**src/rtl/spr_pkg.sv**
```systemverilog
// Shared types and constants for the stream pattern replace block.
// Used by every module under rtl; has no dependencies of its own.
`timescale 1ns / 1ps
`default_nettype none

package spr_pkg;

  localparam int MAX_PATTERN_DEF = 16;
  localparam int MAX_REPLACE_DEF = 16;
  localparam int QUEUE_DEPTH_DEF = 4;

  localparam int CFG_DATA_W  = 64;
  localparam int CFG_INDEX_W = 3;
  localparam int LEN_W       = 5;

  typedef enum logic [CFG_INDEX_W-1:0] {
    REG_PATTERN_LOW  = 3'd0,
    REG_PATTERN_HIGH = 3'd1,
    REG_REPLACE_LOW  = 3'd2,
    REG_REPLACE_HIGH = 3'd3,
    REG_PATTERN_LEN  = 3'd4,
    REG_REPLACE_LEN  = 3'd5
  } reg_index_t;

  // Byte 0 sits in bits 7:0; the high register fills bits 127:64.
  typedef struct packed {
    logic [2*CFG_DATA_W-1:0] pattern_bytes;
    logic [2*CFG_DATA_W-1:0] replace_bytes;
    logic [LEN_W-1:0]        pattern_length;
    logic [LEN_W-1:0]        replace_length;
  } cfg_t;

endpackage

`default_nettype wire

```
**src/rtl/spr_front.sv**
```systemverilog
// Front end: accepts source bytes, keeps the match window and turns each
// item into at most one output command (a byte vector and a count). Uses spr_pkg.
`timescale 1ns / 1ps
`default_nettype none

module spr_front #(
  parameter int MAX_PATTERN = spr_pkg::MAX_PATTERN_DEF,
  parameter int MAX_REPLACE = spr_pkg::MAX_REPLACE_DEF,
  localparam int OUT_BYTES  = (MAX_PATTERN > MAX_REPLACE) ? MAX_PATTERN : MAX_REPLACE,
  localparam int OUT_W      = OUT_BYTES * 8,
  localparam int CNT_W      = $clog2(OUT_BYTES + 1)
) (
  input  wire logic              clk,
  input  wire logic              rst,
  input  wire spr_pkg::cfg_t     cfg,
  input  wire logic              in_valid,
  input  wire logic [7:0]        in_byte,
  input  wire logic              in_last,
  output logic                   in_stall,
  input  wire logic              q_full,
  output logic                   push_valid,
  output logic [OUT_W-1:0]       push_bytes,
  output logic [CNT_W-1:0]       push_count,
  output logic                   push_last
);

  localparam int FILL_W = $clog2(MAX_PATTERN + 1);
  localparam int RLEN_W = $clog2(MAX_REPLACE + 1);
  localparam int WIN_W  = MAX_PATTERN * 8;
  localparam logic [spr_pkg::LEN_W-1:0] PAT_MAX = spr_pkg::LEN_W'(MAX_PATTERN);
  localparam logic [spr_pkg::LEN_W-1:0] REP_MAX = spr_pkg::LEN_W'(MAX_REPLACE);

  logic [7:0]        win      [MAX_PATTERN];
  logic [7:0]        win_next [MAX_PATTERN];
  logic [7:0]        ext      [MAX_PATTERN];
  logic [FILL_W-1:0] fill, fill_next;
  logic [FILL_W-1:0] ext_fill, drop, plen;
  logic [RLEN_W-1:0] rlen;
  logic [WIN_W-1:0]  ext_flat, shift_flat;
  logic [MAX_PATTERN-1:0] eq;
  logic              pass, hit, full_win, accept;

  assign accept   = in_valid && !q_full;
  assign in_stall = q_full;

  always_comb begin
    plen = (cfg.pattern_length > PAT_MAX) ? FILL_W'(MAX_PATTERN)
                                          : cfg.pattern_length[FILL_W-1:0];
    rlen = (cfg.replace_length > REP_MAX) ? RLEN_W'(MAX_REPLACE)
                                          : cfg.replace_length[RLEN_W-1:0];
    pass = (plen == '0) || (rlen == '0);
  end

  // Window with the new byte appended at the fill position.
  always_comb begin
    for (int i = 0; i < MAX_PATTERN; i++) begin
      ext[i] = (FILL_W'(i) == fill) ? in_byte : win[i];
      ext_flat[i*8 +: 8] = ext[i];
      eq[i] = (ext[i] == cfg.pattern_bytes[i*8 +: 8]) || (FILL_W'(i) >= plen);
    end
  end

  assign ext_fill   = fill + 1'b1;
  assign full_win   = ext_fill >= plen;
  assign drop       = ext_fill - (plen - 1'b1);
  assign shift_flat = ext_flat >> {drop, 3'b000};
  // A shrunk pattern length leaves a stale window: no match test then.
  assign hit = !pass && (fill < plen) && (ext_fill == plen) && (&eq);

  always_comb begin
    push_bytes = OUT_W'(ext_flat);
    push_count = '0;
    fill_next  = ext_fill;
    for (int i = 0; i < MAX_PATTERN; i++) begin
      win_next[i] = ext[i];
    end
    if (pass || (!hit && in_last)) begin
      // flush the whole window including the new byte
      push_count = CNT_W'(ext_fill);
      fill_next  = '0;
    end else if (hit) begin
      push_bytes = OUT_W'(cfg.replace_bytes[MAX_REPLACE*8-1:0]);
      push_count = CNT_W'(rlen);
      fill_next  = '0;
    end else if (full_win) begin
      // emit the oldest bytes, keep the newest plen-1
      push_count = CNT_W'(drop);
      fill_next  = plen - 1'b1;
      for (int i = 0; i < MAX_PATTERN; i++) begin
        win_next[i] = shift_flat[i*8 +: 8];
      end
    end
  end

  assign push_valid = accept && (push_count != '0);
  assign push_last  = in_last;

  always_ff @(posedge clk) begin
    if (rst) begin
      fill <= '0;
    end else if (accept) begin
      fill <= fill_next;
    end
  end

  always_ff @(posedge clk) begin
    if (accept) begin
      for (int i = 0; i < MAX_PATTERN; i++) begin
        win[i] <= win_next[i];
      end
    end
  end

endmodule

`default_nettype wire

```
**src/rtl/spr_queue.sv**
```systemverilog
// Short command queue between the front end and the output sequencer.
// Generic width; depth default from spr_pkg.
`timescale 1ns / 1ps
`default_nettype none

module spr_queue #(
  parameter int WIDTH = 1,
  parameter int DEPTH = spr_pkg::QUEUE_DEPTH_DEF
) (
  input  wire logic             clk,
  input  wire logic             rst,
  input  wire logic             push,
  input  wire logic [WIDTH-1:0] push_data,
  output logic                  full,
  input  wire logic             pop,
  output logic [WIDTH-1:0]      head_data,
  output logic                  empty
);

  localparam int PTR_W = (DEPTH > 1) ? $clog2(DEPTH) : 1;
  localparam int CNT_W = $clog2(DEPTH + 1);

  logic [WIDTH-1:0] entries [DEPTH];
  logic [PTR_W-1:0] wr_ptr, rd_ptr;
  logic [CNT_W-1:0] count;

  assign full      = (count == CNT_W'(DEPTH));
  assign empty     = (count == '0);
  assign head_data = entries[rd_ptr];

  always_ff @(posedge clk) begin
    if (rst) begin
      wr_ptr <= '0;
      rd_ptr <= '0;
      count  <= '0;
    end else begin
      if (push) begin
        wr_ptr <= (wr_ptr == PTR_W'(DEPTH - 1)) ? '0 : wr_ptr + 1'b1;
      end
      if (pop) begin
        rd_ptr <= (rd_ptr == PTR_W'(DEPTH - 1)) ? '0 : rd_ptr + 1'b1;
      end
      case ({push, pop})
        2'b10:   count <= count + 1'b1;
        2'b01:   count <= count - 1'b1;
        default: count <= count;
      endcase
    end
  end

  always_ff @(posedge clk) begin
    if (push) begin
      entries[wr_ptr] <= push_data;
    end
  end

endmodule

`default_nettype wire

```
**src/rtl/spr_back.sv**
```systemverilog
// Back end: walks the head command one byte per cycle, unless out_stall
// holds it, into the output register. Uses spr_pkg for default widths.
`timescale 1ns / 1ps
`default_nettype none

module spr_back #(
  parameter int MAX_PATTERN = spr_pkg::MAX_PATTERN_DEF,
  parameter int MAX_REPLACE = spr_pkg::MAX_REPLACE_DEF,
  localparam int OUT_BYTES  = (MAX_PATTERN > MAX_REPLACE) ? MAX_PATTERN : MAX_REPLACE,
  localparam int OUT_W      = OUT_BYTES * 8,
  localparam int CNT_W      = $clog2(OUT_BYTES + 1)
) (
  input  wire logic             clk,
  input  wire logic             rst,
  input  wire logic             head_valid,
  input  wire logic [OUT_W-1:0] head_bytes,
  input  wire logic [CNT_W-1:0] head_count,
  input  wire logic             head_last,
  output logic                  pop,
  output logic                  out_valid,
  input  wire logic             out_stall,
  output logic [7:0]            out_byte,
  output logic                  out_last
);

  localparam int POS_W = (OUT_BYTES > 1) ? $clog2(OUT_BYTES) : 1;

  logic [POS_W-1:0] pos;
  logic             load, cmd_done;

  assign load     = head_valid && (!out_valid || !out_stall);
  assign cmd_done = (CNT_W'(pos) == head_count - 1'b1);
  assign pop      = load && cmd_done;

  always_ff @(posedge clk) begin
    if (rst) begin
      pos       <= '0;
      out_valid <= 1'b0;
    end else begin
      if (!out_valid || !out_stall) begin
        out_valid <= head_valid;
      end
      if (load) begin
        pos <= cmd_done ? '0 : pos + 1'b1;
      end
    end
  end

  always_ff @(posedge clk) begin
    if (load) begin
      out_byte <= head_bytes[pos*8 +: 8];
      out_last <= head_last && cmd_done;
    end
  end

endmodule

`default_nettype wire

```
**src/rtl/stream_pattern_replace_top.sv**
```systemverilog
// Top level of the streaming find-and-replace block: configuration
// registers, front end, command queue and output sequencer. Uses spr_pkg.
`timescale 1ns / 1ps
`default_nettype none

// Takes one source byte per cycle unless in_stall is high and gives one
// rewritten byte per cycle unless out_stall is high. The front end
// decides each byte in the cycle it is accepted and may queue a command
// of up to OUT_BYTES bytes; the output sequencer drains commands byte by
// byte, so a match yields replace_length bytes and a final byte that ends
// no match flushes each byte held plus itself. A command is written into
// the queue, then loaded into the output register before its first byte
// is offered on out_valid. The input stalls only when the command queue
// (QUEUE_DEPTH entries) is full. Bytes held in the window appear at the
// output once a later byte pushes them out or the final byte flushes
// them. Write configuration only while the block is idle.
module stream_pattern_replace_top #(
  parameter int MAX_PATTERN = spr_pkg::MAX_PATTERN_DEF,
  parameter int MAX_REPLACE = spr_pkg::MAX_REPLACE_DEF,
  parameter int QUEUE_DEPTH = spr_pkg::QUEUE_DEPTH_DEF
) (
  input  wire logic                             clk,
  input  wire logic                             rst,
  input  wire logic                             cfg_write,
  input  wire logic [spr_pkg::CFG_INDEX_W-1:0]  cfg_index,
  input  wire logic [spr_pkg::CFG_DATA_W-1:0]   cfg_data,
  input  wire logic                             in_valid,
  output logic                                  in_stall,
  input  wire logic [7:0]                       in_byte,
  input  wire logic                             in_last,
  output logic                                  out_valid,
  input  wire logic                             out_stall,
  output logic [7:0]                            out_byte,
  output logic                                  out_last
);

  localparam int OUT_BYTES = (MAX_PATTERN > MAX_REPLACE) ? MAX_PATTERN : MAX_REPLACE;
  localparam int OUT_W     = OUT_BYTES * 8;
  localparam int CNT_W     = $clog2(OUT_BYTES + 1);
  localparam int CMD_W     = OUT_W + CNT_W + 1;
  localparam int DW        = spr_pkg::CFG_DATA_W;

  spr_pkg::cfg_t    cfg;
  logic             q_full, q_empty, q_push, q_pop;
  logic [OUT_W-1:0] push_bytes, head_bytes;
  logic [CNT_W-1:0] push_count, head_count;
  logic             push_last, head_last;
  logic [CMD_W-1:0] push_data, head_data;

  always_ff @(posedge clk) begin
    if (rst) begin
      cfg <= '0;
    end else if (cfg_write) begin
      case (cfg_index)
        spr_pkg::REG_PATTERN_LOW:  cfg.pattern_bytes[DW-1:0]    <= cfg_data;
        spr_pkg::REG_PATTERN_HIGH: cfg.pattern_bytes[2*DW-1:DW] <= cfg_data;
        spr_pkg::REG_REPLACE_LOW:  cfg.replace_bytes[DW-1:0]    <= cfg_data;
        spr_pkg::REG_REPLACE_HIGH: cfg.replace_bytes[2*DW-1:DW] <= cfg_data;
        spr_pkg::REG_PATTERN_LEN:  cfg.pattern_length <= cfg_data[spr_pkg::LEN_W-1:0];
        spr_pkg::REG_REPLACE_LEN:  cfg.replace_length <= cfg_data[spr_pkg::LEN_W-1:0];
        default: ;
      endcase
    end
  end

  spr_front #(
    .MAX_PATTERN (MAX_PATTERN),
    .MAX_REPLACE (MAX_REPLACE)
  ) u_front (
    .clk        (clk),
    .rst        (rst),
    .cfg        (cfg),
    .in_valid   (in_valid),
    .in_byte    (in_byte),
    .in_last    (in_last),
    .in_stall   (in_stall),
    .q_full     (q_full),
    .push_valid (q_push),
    .push_bytes (push_bytes),
    .push_count (push_count),
    .push_last  (push_last)
  );

  assign push_data = {push_bytes, push_count, push_last};
  assign {head_bytes, head_count, head_last} = head_data;

  spr_queue #(
    .WIDTH (CMD_W),
    .DEPTH (QUEUE_DEPTH)
  ) u_queue (
    .clk       (clk),
    .rst       (rst),
    .push      (q_push),
    .push_data (push_data),
    .full      (q_full),
    .pop       (q_pop),
    .head_data (head_data),
    .empty     (q_empty)
  );

  spr_back #(
    .MAX_PATTERN (MAX_PATTERN),
    .MAX_REPLACE (MAX_REPLACE)
  ) u_back (
    .clk        (clk),
    .rst        (rst),
    .head_valid (!q_empty),
    .head_bytes (head_bytes),
    .head_count (head_count),
    .head_last  (head_last),
    .pop        (q_pop),
    .out_valid  (out_valid),
    .out_stall  (out_stall),
    .out_byte   (out_byte),
    .out_last   (out_last)
  );

  a_no_push_when_full: assert property (@(posedge clk) disable iff (rst)
    q_push |-> !q_full)
    else $error("command pushed into a full queue");

  a_push_nonempty: assert property (@(posedge clk) disable iff (rst)
    q_push |-> (push_count != '0))
    else $error("empty command pushed");

  a_out_from_queue: assert property (@(posedge clk) disable iff (rst)
    $rose(out_valid) |-> $past(!q_empty))
    else $error("output raised with no queued command");

endmodule

`default_nettype wire
```
**config.mk**
```make
export PLATFORM = sky130hd
export DESIGN_NAME = stream_pattern_replace_top
export DESIGN_NICKNAME = d
export VERILOG_FILES = /design/src/rtl/spr_pkg.sv /design/src/rtl/spr_front.sv /design/src/rtl/spr_queue.sv /design/src/rtl/spr_back.sv /design/src/rtl/stream_pattern_replace_top.sv
export SDC_FILE = /design/constraint.sdc
export NUM_CORES = 2
export LEC_CHECK = 0
export ABC_AREA = 0
export BUFFER_PORTS_ARGS = -buffer_cell sky130_fd_sc_hd__buf_2
export CAP_MARGIN = 40
export CORE_ASPECT_RATIO = 1.25
export CORE_MARGIN = 5
export CORE_UTILIZATION = 35
export CTS_BUF_LIST = sky130_fd_sc_hd__clkbuf_16
export CTS_CLUSTER_SIZE = 30
export DETAILED_ROUTE_END_ITERATION = 10
export GPL_TIMING_DRIVEN = 0
export SYNTH_ARGS = -nofsm -noshare
export SYNTH_HDL_FRONTEND = slang
export SYNTH_SLANG_ARGS = --single-unit
```
**constraint.sdc**
```tcl
create_clock -name clk -period 10.5 [get_ports clk]
set_input_delay 2.1 -clock clk [delete_from_list [all_inputs] [get_ports clk]]
set_output_delay 2.1 -clock clk [all_outputs]
set_load 0.005 [all_outputs]
```
Word-level counts from Yosys, hierarchy flattened:

Memories as Yosys holds them, arrays and structs flattened. A register that Yosys moved wholly into a read port is not among the register bits.
Cells that the tools add are included.

* $add $sub $neg: 9
* order comparisons: 20
* equal/unequal tests: 43
* shift-type cells: 2
* multiplexer cells: 39
* reductions and logical operators: 48

Operators with widths (number)
* 128-bit 2-to-1 mux: 5
* 8-bit == test: 16
* 8-bit 2-to-1 mux: 16
* 128-bit by 8-bit indexed part select with 8-bit output: 1
* 128-bit by 8-bit >> shifter with 128-bit output: 1
* 4-bit by 5-bit == test with 1-bit output, first input constant: 8
* 4-bit by 5-bit greater-or-equal comparator with 1-bit output, first input constant: 8
* 5-bit 2-to-1 mux: 8
* 3-bit by 5-bit == test with 1-bit output, first input constant: 4
* 3-bit by 5-bit greater-or-equal comparator with 1-bit output, first input constant: 4
* 1-bit logical OR: 19
* 16-bit AND reduction: 1
* 5-bit zero test: 3
* 2-bit AND reduction: 6
* 2-bit by 5-bit == test with 1-bit output, first input constant: 2
* 1-bit by 5-bit greater-or-equal comparator with 1-bit output, first input constant: 2
* 2-bit by 5-bit greater-or-equal comparator with 1-bit output, first input constant: 2
* 5-bit > comparator, second input constant: 2
* 5-bit by 1-bit subtractor with 5-bit output, second input constant: 2
* 3-bit == test, second input constant: 3
* 1-bit logical AND: 9
* 2-bit 2-to-1 mux: 4
* 2-bit == test, second input constant: 3
* 3-bit by 2-bit == test with 1-bit output, second input constant: 2
* other kinds (20): 30

* flip-flop bits (word level): 292
* RAM bits: 664
* output and inout port bits: 11
* memories: 2

Memories
* u_queue.entries: words 4, width 134, rd ports 1, clocked after Yosys merged registers in 1, write ports 1, RTL line spr_queue.sv:23 `logic [WIDTH-1:0] entries [DEPTH];`
* u_front.win: words 16, width 8, rd ports 16, clocked after Yosys merged registers in 0, write ports 16, RTL line spr_front.sv:33 `logic [7:0] win [MAX_PATTERN];`

Logic depth before layout (Yosys ltp):

* depth in word-level cells: 16
* gate-level depth with buffers: 22
* gate-level depth less buffers: 20

Modules after synthesis:

From an unflattened synthesis, not the netlist that was laid out.

* cell total of the unflattened synthesis: 4142
* area total of the unflattened synthesis: 48854.4 um^2

Modules (own cells, without submodules)
* spr_queue: instances 1, cells an instance 748, area an instance 19752.7 um^2
* spr_front: instances 1, cells an instance 2283, area an instance 16819.9 um^2
* stream_pattern_replace_top: instances 1, cells an instance 940, area an instance 10490.1 um^2
* spr_back: instances 1, cells an instance 171, area an instance 1791.7 um^2

Worst setup path before layout:

Ideal clock, no wire load.

* path type: input port to flip-flop
* start: in in_byte[6]
* end: mem u_queue.entries[3][0] (netlist bit), enable pin
* data arrival time: 7.562 ns
* data required time: 9.991 ns
* path slack: 2.428 ns
* cell stages on the path: 12
* buffers on the path: 3
* cells stage by stage: clkbuf_1 -> clkbuf_1 -> o22ai_1 -> nor4_1 -> o21ai_0 -> or4_1 -> o21ai_1 -> nand3b_1 -> or2_1 -> buf_4 -> a21oi_1 -> and2_1

* longest elaborated chain between the ends: 13
* elaborated cells between the ends (all ways): 59

RTL lines
* from (decl): RTL line stream_pattern_replace_top.sv:29 `input wire logic [7:0] in_byte,`
* 8-bit 2-to-1 mux: RTL line spr_front.sv:57 `ext[i] = (FILL_W'(i) == fill) ? in_byte : win[i];`
* 8-bit == test: RTL line spr_front.sv:59 `eq[i] = (ext[i] == cfg.pattern_bytes[i*8 +: 8]) || (FILL_W'(i) >= plen);`
* 1-bit logical OR: RTL line spr_front.sv:59
* 16-bit AND reduction (*): RTL line spr_front.sv:68 `assign hit = !pass && (fill < plen) && (ext_fill == plen) && (&eq);`
* 1-bit logical AND (*): RTL line spr_front.sv:68
* 1-bit zero test: RTL line spr_front.sv:77 `if (pass || (!hit && in_last)) begin`
* 1-bit logical AND: RTL line spr_front.sv:77
* 1-bit logical OR: RTL line spr_front.sv:77
* 5-bit 2-to-1 mux (*): RTL line spr_front.sv:77
* 5-bit nonzero test (*): RTL line spr_front.sv:95 `assign push_valid = accept && (push_count != '0);`
* 1-bit logical AND (*): RTL line spr_front.sv:95
* 1-bit 2-to-1 mux (*): RTL line spr_queue.sv:52 `if (push) begin`
* 1-bit 2-to-1 mux (implied by the code) (*): RTL line spr_queue.sv:53 `entries[wr_ptr] <= push_data;`
* to (decl): RTL line spr_queue.sv:23

Mark *: on every way between the ends. The rest lies on a longest branch, timed or not.

Final worst setup path:

* start: in in_byte[7]
* end: mem u_queue.entries[2][29] (netlist bit), enable pin

The elaborated chain is that of the path after synthesis.

==> flow_results.xml <==
<?xml version="1.0" encoding="UTF-8"?>
<metrics>
  <group name="cts">
    <metric name="htree_num_levels" unit="">3</metric>
    <metric name="clock_latency" unit="ns">0.70</metric>
    <metric name="cts_setup_buffers" unit="">0</metric>
    <metric name="cts_tree" unit="">done</metric>
    <metric name="tritoncts_num_sinks" unit="">958</metric>
    <metric name="cts_resized" unit="">0</metric>
    <metric name="cts-buffers-inserted" unit="">88</metric>
    <metric name="ctsLongestPathBuffers" unit="">3</metric>
    <metric name="total_of_hold_buffers_inserted_after_clock_tree_synthesis" unit="">0</metric>
    <metric name="clk_root_buffer_cell" unit="">sky130_fd_sc_hd__clkbuf_16</metric>
    <metric name="clk_pin_slew_worst_paths" unit="ns">0.06</metric>
  </group>
  <group name="worst_setup_path">
    <metric name="worstSetupStartpointType" unit="">primary input</metric>
    <metric name="crit_arrival" unit="ns">7.88</metric>
    <metric name="longest_individual_stage_delay_on_the_worst_path" unit="ns">0.84</metric>
    <metric name="regToRegSetupSlack" unit="ns">3.60</metric>
    <metric name="rr_endpoint" unit="">u_queue.entries[2][29]</metric>
    <metric name="cell_class_contributing_the_biggest_share_of_worst_path_delay" unit="">buffers and inverters</metric>
    <metric name="crit_buf_inv" unit="">7</metric>
    <metric name="crit_required" unit="ns">10.86</metric>
    <metric name="crit_path_top_delay_cell" unit="">sky130_fd_sc_hd__o32ai_1</metric>
    <metric name="crit_path_cell_trace" unit="">buf_2 -&gt; buf_2 -&gt; clkbuf_1 -&gt; mux2i_1 -&gt; o22ai_1 -&gt; nor3_1 -&gt; nand2_1 -&gt; o32ai_1 -&gt; nand3b_1 -&gt; or2_1 -&gt; buf_4 -&gt; a21oi_1 -&gt; and2_4 -&gt; buf_12 -&gt; buf_16 -&gt; buf_12</metric>
    <metric name="setup.worst_path.end_class" unit="">flip-flop</metric>
    <metric name="ff2ff_path_depth" unit="">19</metric>
    <metric name="setup.worst_path.class" unit="">primary input to flip-flop</metric>
    <metric name="timing.rr.start" unit="">u_front.fill[0]</metric>
    <metric name="worstPathMaxFanout" unit="">46</metric>
  </group>
  <group name="global_route">
    <metric name="grt_antenna_before_repair" unit="">16</metric>
    <metric name="first_pass_grt_wire_length" unit="um">280000</metric>
    <metric name="track_usage" unit="%">28.5</metric>
    <metric name="grt.overflow.total" unit="">0</metric>
    <metric name="grt_pass1_vias" unit="">35100</metric>
    <metric name="grt_max_degree" unit="">77</metric>
  </group>
  <group name="min_path">
    <metric name="whs_path_depth" unit="">2</metric>
    <metric name="timing.hold.worst.start" unit="">cfg[78]</metric>
    <metric name="whs_endpoint" unit="">cfg[78]</metric>
    <metric name="hold_path.class" unit="">flip-flop to flip-flop</metric>
  </group>
  <group name="pwr">
    <metric name="p_sw_share" unit="%">29.8</metric>
    <metric name="power_frac_clock" unit="%">33.8</metric>
    <metric name="worst_ir_drop_vdd" unit="V">0.000134</metric>
    <metric name="seq_power_share" unit="%">45.7</metric>
    <metric name="static-leakage-power" unit="nW">18.4</metric>
    <metric name="power.share.combinational" unit="%">20.5</metric>
    <metric name="power.net_switching" unit="mW">2.89</metric>
    <metric name="internal-power" unit="mW">6.81</metric>
    <metric name="p_total" unit="mW">9.70</metric>
    <metric name="power_density" unit="nW/um2">179</metric>
  </group>
  <group name="placement">
    <metric name="detailedPlace.worstSlack" unit="ns">2.40</metric>
    <metric name="numPlacedInstances" unit="">6080</metric>
    <metric name="total_placed_instance_area" unit="um2">51100</metric>
    <metric name="dpl.hpwl" unit="um">164000</metric>
    <metric name="finalWeightedCongestion" unit="">1.03</metric>
    <metric name="port-buffer-count" unit="">85</metric>
  </group>
  <group name="yosys">
    <metric name="ys_seq_area_share" unit="%">55.7</metric>
    <metric name="postSynth.asyncResetShare" unit="%">0</metric>
    <metric name="syn_nets" unit="">4191</metric>
    <metric name="syn-cell-area" unit="um2">46500</metric>
    <metric name="synth_top_flop_cell" unit="">sky130_fd_sc_hd__edfxtp_1</metric>
    <metric name="synthesis.yosys.warnings" unit="">0</metric>
    <metric name="synth.avg_cell_area" unit="um2">11.4</metric>
    <metric name="synthDistinctLibCells" unit="">79</metric>
    <metric name="post_synth_inst_count" unit="">4077</metric>
    <metric name="synth_enable_flop_cells" unit="">673</metric>
    <metric name="ys_ff_latch" unit="">958</metric>
  </group>
  <group name="sta">
    <metric name="worst_hold_slack" unit="ns">0.454</metric>
    <metric name="max_slew_margin" unit="%">32.8</metric>
    <metric name="final_min_period_over_clock_period" unit="%">71.7</metric>
    <metric name="final-max-slew-violation-count" unit="">0</metric>
    <metric name="final_critical_path_setup_slack" unit="ns">2.98</metric>
    <metric name="hold_viol_final" unit="">0</metric>
    <metric name="grt_setup_unrepaired" unit="">false</metric>
    <metric name="clock_skew" unit="ns">0.0287</metric>
    <metric name="max_clock_freq" unit="GHz">0.133</metric>
    <metric name="period_minus_slack" unit="ns">7.52</metric>
    <metric name="fin_setup_tns" unit="ns">0</metric>
    <metric name="timing_worst_slew_pin_value" unit="ns">0.980</metric>
    <metric name="count_of_endpoints_failing_setup_in_the_final_report" unit="">0</metric>
  </group>
  <group name="cells_and_area">
    <metric name="layoutNonFillerInstCount" unit="">6254</metric>
    <metric name="postLayoutCellArea" unit="um2">54100</metric>
    <metric name="syn_to_final_growth" unit="%">16.3</metric>
    <metric name="post_route_cells_drive_above_1_share" unit="%">15.9</metric>
    <metric name="final_core_occ" unit="%">41.0</metric>
    <metric name="layout_commonest_cell" unit="">sky130_fd_sc_hd__edfxtp_1</metric>
    <metric name="layout.nets" unit="">4552</metric>
    <metric name="mostFrequentLayoutCells" unit="">sky130_fd_sc_hd__edfxtp_1 (673), sky130_fd_sc_hd__nand2_1 (618), sky130_fd_sc_hd__a21oi_1 (478)</metric>
  </group>
  <group name="route">
    <metric name="avgViaCountPerCell" unit="">5.87</metric>
    <metric name="num_vias" unit="">36700</metric>
    <metric name="route.final.wire_length" unit="um">205000</metric>
    <metric name="m1WireLength" unit="um">75600</metric>
    <metric name="drt_iter0_drc" unit="">4699</metric>
    <metric name="detailed_route_drc_error_count" unit="">0</metric>
    <metric name="maxUsedRoutingLayer" unit="">met5</metric>
    <metric name="route.met3.wl" unit="um">15200</metric>
    <metric name="detailedRoute.firstPassIterationCount" unit="">8</metric>
    <metric name="ant_nets" unit="">0</metric>
    <metric name="detailroute.wirelength.met2" unit="um">93900</metric>
    <metric name="drt-wirelength-per-cell" unit="um">32.8</metric>
  </group>
  <group name="floorplanning">
    <metric name="initial_utilization" unit="%">35.2</metric>
    <metric name="std_cell_rows" unit="">149</metric>
    <metric name="core_area" unit="um2">132000</metric>
    <metric name="number_of_top_level_design_ports" unit="">92</metric>
    <metric name="die_area" unit="um2">140000</metric>
    <metric name="x_dimension_of_the_die" unit="um">336</metric>
    <metric name="die-height" unit="um">417</metric>
  </group>
  <group name="flow_run">
    <metric name="cap_viol_max_count" unit="">0</metric>
  </group>
  <group name="outcome">
    <metric name="run_status" unit="">completed</metric>
  </group>
</metrics>
-- cell families after synthesis --
family,after synthesis,share of synthesized area (%)
simple gates,1166,10.8
xor+xnor,101,1.90
fa+ha+maj,33,0.920
flops,958,55.7
mux,451,14.9
compound gates,956,12.0
buf+inv,412,3.77
-- routing by layer --
layer  global-route usage, %  vias up
met4                    22.2       12
li1                        -    15800
met2                    45.6     1974
met5                       0        -
met1                    34.5    18300
met3                    4.56      597
-- power by group through the flow --
stage / clock network, mW / logic (mW) / registers, mW
4_1_cts: 3.31 / 1.94 / 4.43
3_5_place_dp: 0 / 1.94 / 4.52
2_1_floorplan: 0 / 0.964 / 4.50
3_3_place_gp: 0 / 1.81 / 4.55
5_1_grt: 3.47 / 2.03 / 4.45
6_report: 3.28 / 1.99 / 4.44
-- sequential cells by signal (all words and copies together) (netlist names), named ones only --
name / flops
u_queue.entries: 536
u_queue.rd_ptr: 2
u_queue.count: 3
u_back.out_byte: 8
u_front.fill: 5
cfg: 266
u_queue.wr_ptr: 2
u_back.pos: 4
u_front.win: 128
u_back.out_last: 1
u_back.out_valid: 1
-- cells in the mapped netlist, types with 65 or more instances --
library cell	n	area [um2]
sky130_fd_sc_hd__edfxtp_1	673	20200
sky130_fd_sc_hd__nand2_1	618	2320
sky130_fd_sc_hd__a21oi_1	479	2400
sky130_fd_sc_hd__dfxtp_1	285	5710
sky130_fd_sc_hd__nor2_1	283	1060
sky130_fd_sc_hd__mux2i_1	226	2260
sky130_fd_sc_hd__clkbuf_1	215	807
sky130_fd_sc_hd__mux4_2	183	4120
sky130_fd_sc_hd__o21ai_0	132	661
sky130_fd_sc_hd__nand3_1	108	541
sky130_fd_sc_hd__inv_1	93	349
sky130_fd_sc_hd__o22ai_1	65	407
-- final cells by class --
type	count	area, um2
Inverter	95	362
Tap cell	1736	2170
Sequential cell	958	25900
Buffer	317	1400
Fill cell	12700	77900
Timing Repair Buffer	271	2400
Multi-Input combinational cell	2707	18900
Clock buffer	89	2230
Antenna cell	9	22.5
Clock inverter	72	682
-- worst max-delay path by stage --
stage	from	end	slack, ns	depth (start not counted)
2_1_floorplan	in_byte[6]	u_queue.entries[3][0]	2.43	12
3_3_place_gp	in_byte[0]	u_queue.entries[1][29]	-2.93	12
3_5_place_dp	in_byte[7]	u_queue.entries[2][29]	2.40	16
4_1_cts	in_byte[7]	u_queue.entries[2][29]	3.12	16
5_1_grt	in_byte[7]	u_queue.entries[2][29]	3.00	16
6_report	in_byte[7]	u_queue.entries[2][29]	2.98	16
-- tightest hold or removal path, cell delays in order (launching register included) --
cell                      delay [ns]
sky130_fd_sc_hd__dfxtp_1        0.31
sky130_fd_sc_hd__nand2_1        0.05
sky130_fd_sc_hd__a21oi_1        0.05
(Power assumes the default switching activity.)
